$ cat src/rtl/core/accel_axis_alignment_projector_assert.svh
// assertion macros shared by the alignment projector rtl
`ifndef ACCEL_AXIS_ALIGNMENT_PROJECTOR_ASSERT_SVH
`define ACCEL_AXIS_ALIGNMENT_PROJECTOR_ASSERT_SVH

// same-cycle implication, held off while in reset
`define AAP_ASSERT_IMP(lbl, clk, rstn, ante, cons) \
  lbl: assert property (@(posedge clk) disable iff (!rstn) (ante) |-> (cons)) \
    else $error("alignment projector assertion failed");

// next-cycle implication, held off while in reset
`define AAP_ASSERT_NXT(lbl, clk, rstn, ante, cons) \
  lbl: assert property (@(posedge clk) disable iff (!rstn) (ante) |=> (cons)) \
    else $error("alignment projector assertion failed");

`endif

$ cat src/rtl/core/aap_pkg.sv
// shared constants, codes and types of the alignment projector
package aap_pkg;

  localparam int SAMPLE_BITS_DEF    = 16;
  localparam int AXIS_FRAC_BITS_DEF = 15;

  // vectors are shrunk below 2^NORM_BITS before normalising
  localparam int NORM_BITS   = 24;
  localparam int MUL_W       = NORM_BITS + 1;
  localparam int ACC_W       = 2 * MUL_W + 2;
  localparam int OUT_BITS    = 16;
  localparam int STATUS_BITS = 2;

  typedef enum logic [STATUS_BITS-1:0] {
    ST_OK     = 2'd0,
    ST_REJECT = 2'd1,
    ST_UNCAL  = 2'd2
  } status_e;

  typedef enum logic {
    OP_CAL  = 1'b0,
    OP_MEAS = 1'b1
  } opcode_e;

  typedef enum logic [1:0] {
    ACC_HOLD = 2'd0,
    ACC_LOAD = 2'd1,
    ACC_ADD  = 2'd2,
    ACC_SUB  = 2'd3
  } acc_op_e;

  typedef struct packed {
    logic    mul_en;
    acc_op_e op;
  } mac_ctrl_t;

  // operand order of the six cross product terms: c0 = a1b2 - a2b1, ...
  function automatic logic [1:0] cross_a_idx(input logic [2:0] j);
    logic [1:0] r;
    case (j)
      3'd0:    r = 2'd1;
      3'd1:    r = 2'd2;
      3'd2:    r = 2'd2;
      3'd3:    r = 2'd0;
      3'd4:    r = 2'd0;
      3'd5:    r = 2'd1;
      default: r = 2'd0;
    endcase
    return r;
  endfunction

  function automatic logic [1:0] cross_b_idx(input logic [2:0] j);
    logic [1:0] r;
    case (j)
      3'd0:    r = 2'd2;
      3'd1:    r = 2'd1;
      3'd2:    r = 2'd0;
      3'd3:    r = 2'd2;
      3'd4:    r = 2'd1;
      3'd5:    r = 2'd0;
      default: r = 2'd0;
    endcase
    return r;
  endfunction

endpackage

$ cat src/rtl/core/aap_mac.sv
// shared signed multiplier with registered product and accumulator
module aap_mac (
  input  logic                                clk_i,
  input  aap_pkg::mac_ctrl_t                  ctrl_i,
  input  logic signed [aap_pkg::MUL_W-1:0]    a_i,
  input  logic signed [aap_pkg::MUL_W-1:0]    b_i,
  output logic signed [aap_pkg::ACC_W-1:0]    acc_o
);

  localparam int MulW = aap_pkg::MUL_W;
  localparam int AccW = aap_pkg::ACC_W;

  logic signed [2*MulW-1:0] prod_q;
  logic signed [AccW-1:0]   prod_ext;
  logic signed [AccW-1:0]   acc_d;
  logic signed [AccW-1:0]   acc_q;

  assign prod_ext = {{(AccW-2*MulW){prod_q[2*MulW-1]}}, prod_q};

  always_comb begin
    case (ctrl_i.op)
      aap_pkg::ACC_LOAD: acc_d = prod_ext;
      aap_pkg::ACC_ADD:  acc_d = acc_q + prod_ext;
      aap_pkg::ACC_SUB:  acc_d = acc_q - prod_ext;
      default:           acc_d = acc_q;
    endcase
  end

  always_ff @(posedge clk_i) begin
    if (ctrl_i.mul_en) begin
      prod_q <= a_i * b_i;
    end
    acc_q <= acc_d;
  end

  assign acc_o = acc_q;

endmodule

$ cat config.mk
export PLATFORM = sky130hd
export DESIGN_NAME = aap_mac
export DESIGN_NICKNAME = d
export VERILOG_FILES = /design/src/rtl/core/accel_axis_alignment_projector_assert.svh /design/src/rtl/core/aap_pkg.sv /design/src/rtl/core/aap_mac.sv
export SDC_FILE = /design/constraint.sdc
export NUM_CORES = 2
export LEC_CHECK = 0
export ABC_AREA = 1
export BUFFER_PORTS_ARGS = -buffer_cell sky130_fd_sc_hd__buf_2
export CAP_MARGIN = 20
export CORE_MARGIN = 5
export CORE_UTILIZATION = 60
export DETAILED_ROUTE_END_ITERATION = 10
export PLACE_DENSITY = 0.77
export SYNTH_ARGS = -nofsm -noshare
export SYNTH_HDL_FRONTEND = slang
export SYNTH_SLANG_ARGS = --single-unit
$ cat constraint.sdc
create_clock -name clk_i -period 9.55 [get_ports clk_i]
set_input_delay 2.3875 -clock clk_i [delete_from_list [all_inputs] [get_ports clk_i]]
set_output_delay 2.3875 -clock clk_i [all_outputs]
set_load 0.005 [all_outputs]
==> flow_summary_export.csv <==
group,metric,value,unit
clock_tree,cts_hold_buf,0,
route,wl_met3,8600,um
sta,rsz0062_at_grt,"false",
route,wl_met1,41400,um
logic_synthesis,synth_cells,4704,
route,wl_met2,48000,um
logic_synthesis,synthMuxAreaShare,0,%
clock_tree,cts_tree,"yes",
critical_path,path_common_cell,"fa_1",
floorplanning,start_util,60.6,%
sta,hold_violations,0,
route,viasPerCell,5.40,
logic_synthesis,synth_xor_area_share,2.12,%
cells_and_area,drive_above_1_share,4.76,%
floorplanning,die_w,249,um
logic_synthesis,yosysWarnings,0,
logic_synthesis,async_reset_ff_share,0,%
logic_synthesis,mappedNetlistArea,0.0342,mm^2
global_routing,grt_pass1_vias,30500,
logic_synthesis,yosys.area_share.simple,23.0,%
critical_path,crit_arrival,8.97,ns
placement,gp_congestion,1.05,
global_routing,grt_antenna_before_repair,0,
sta,worstMarginPinSlew,0.805,ns
placement,port_buffers,105,
floorplanning,pin_count,106,
clock_tree,clockBufferDepth,2,
critical_path,worstSetupEndpointType,"register",
global_routing,grt_max_degree,67,
sta,slew_violations,0,
cells_and_area,n_antenna_cell,0,
sta,period_minus_slack,8.85,ns
cells_and_area,area_delta_synth_final,4.27,%
floorplanning,dieArea,0.0620,mm^2
clock_tree,clk_pin_slew,0.07,ns
clock_tree,htreeDepth,3,
logic_synthesis,synth_compound_area_share,4.26,%
critical_path,cpLargestDelayFamily,"adder cells",
route,highest_layer,"met4",
critical_path,path_buf_inv,5,
cells_and_area,final_nets,5605,
floorplanning,floorplan.rows,87,
clock_tree,cts_buffers,9,
logic_synthesis,yosysSeqAreaShare,8.94,%
sta,skew,0.0215,ns
route,ant_nets,0,
cells_and_area,fillers,5144,
critical_path,startpoint_type,"input port",
route,drt_wl_total,102000,um
logic_synthesis,syn_avg_cell_area,7.28,um^2
global_routing,overflow,0,
route,drc_errors,0,
sta,setup-violations-final,0,
global_routing,grt_pass1_wl,164000,um
logic_synthesis,synth_cell_types,43,
clock_tree,clock_latency,0.37,ns
critical_path,crit_required,9.67,ns
clock_tree,cts.sinks,102,
logic_synthesis,synth_top_family_by_area,"adder cells",
run_status,status,"completed",
critical_path,cp_max_fo,25,
critical_path,cp_slowest_cell,"fa_1",
global_routing,grt_util_all_layers,33.1,%
logic_synthesis,synth_edf_count,102,
critical_path,crit_type,"in -> reg",
sta,fin_tns_setup,0,ns
sta,slew_headroom,46.3,%
logic_synthesis,ys_ff_latch,102,
logic_synthesis,synth_adder_area_share,45.6,%
sta,timing.fmax,113,MHz
run,cap_violations,0,
logic_synthesis,synth_ff_type,"edfxtp_1",
route,num_vias,29500,
placement,hpwl,87300,um
critical_path,crit_chain,"buf_2, nand2_1, inv_1, fa_1, fa_1, inv_1, fa_1, inv_1, fa_1, fa_1, fa_1, fa_1, ha_1, nand2_1, inv_1, a21oi_1, o21ai_0, a21oi_1, nand3_1, nand2_1, nand2_1",
clock_tree,postCtsSetupBuffers,0,
route,detail_route.wl_per_cell,18.7,um
critical_path,max_stage_delay,0.74,ns
clock_tree,cts-root-buf,"clkbuf_16",
floorplanning,fp.dieH,249,um
floorplanning,core-area,0.0565,mm^2
worst_hold_path,hp-class,"reg -> reg",
route,drt_first_pass_iters,6,
clock_tree,cts_resized,0,
sta,finalCritPeriodShare,92.6,%
logic_synthesis,syn-num-nets,5610,
route,first_iter_violations,2552,
## through the flow
step	instances	hold slack [ns]	area (um^2)	util, %	worst slack [ns]
6_report	5457	0.635	35700	63.2	0.705
2_1_floorplan	4704	0.538	34200	-	0.842
3_5_place_dp	5444	0.624	35400	62.7	0.375
5_1_grt	5457	0.665	35700	63.2	0.302
4_1_cts	5457	0.640	35700	63.2	0.749
3_3_place_gp	5444	0.606	35400	62.7	0.464
## cell usage in the layout (no fill, tap or decap), types with 3 or more instances in the layout
cell type	netlist	final
nand3b_1	21	21
xor2_1	67	67
clkbuf_16	0	9
nor2_2	13	13
ha_1	193	193
nand3_2	4	4
o31ai_1	5	5
o21ai_0	94	94
nand2_2	6	7
xnor2_1	16	16
edfxtp_1	102	102
a21oi_1	120	120
nand3_1	165	165
a31oi_1	7	7
inv_1	1298	1298
o21bai_1	23	23
nor2_1	270	270
nand4_1	36	36
nor4_1	3	3
nand2_1	1345	1344
fa_1	659	659
nor3_1	32	32
or2_2	24	24
buf_4	1	47
o21ai_1	4	4
a21o_1	7	7
buf_2	2	105
## final timing paths
check	startpoint	endpoint	slack (ns)	depth (start not counted)
max	b_i[2]	prod_q[40]	0.70	21
min	prod_q[47]	acc_o[47]	0.64	2
max reg2reg	prod_q[0]	acc_o[42]	5.25	21
min reg2reg	prod_q[47]	acc_o[47]	0.64	2
## tightest hold or removal path, delay by kind of cell (launching register included)
family | cells | cell delay [ns]
and+or+nand+nor | 2 | 0.13
DFF | 1 | 0.40
## state kept, by name, indices dropped and copies added, names as in the netlist
register  count
acc_o        52
prod_q       50
## synthesized netlist by cell type (21+ instances only)
master	count	area share, %
o21ai_0	94	1.4
a21oi_1	120	1.8
nand3b_1	21	0.46
nand3_1	165	2.4
clkbuf_1	161	1.8
ha_1	193	7.1
nand2_1	1345	15
inv_1	1298	14
edfxtp_1	102	8.9
o21bai_1	23	0.50
fa_1	659	39
nor2_1	270	3.0
nor3_1	32	0.47
or2_2	24	0.44
nand4_1	36	0.66
xor2_1	67	1.7
## layer usage
| metal | vias up | GRT usage (%) |
|---|---|---|
| li1 | 13600 | - |
| met1 | 14300 | 44.8 |
| met2 | 1323 | 55.2 |
| met3 | 253 | 4.76 |
| met4 | 0 | 11.2 |
| met5 | - | 0 |
## area by class of cell
cell class                      instances  area, um^2  share of cell area [%]
Tap cell                              756         946                    2.65
Multi-Input combinational cell       3134       25700                    71.9
Clock inverter                          4        48.8                   0.137
Sequential cell                       102        3060                    8.58
Clock buffer                            9         225                   0.631
Inverter                             1300        4880                    13.7
Timing Repair Buffer                  152         878                    2.46
## logic make-up after synthesis
logic type,Yosys count
DFF,102
and+or+nand+nor,1932
adders and majority gates,852
xor gates and xnor gates,83
buffers and inverters,1468
AOI/OAI and AO/OA,267
Power is left out: the tool's default activity adds up to more than one toggle a clock period on the data nets, which glitch-free logic cannot reach.
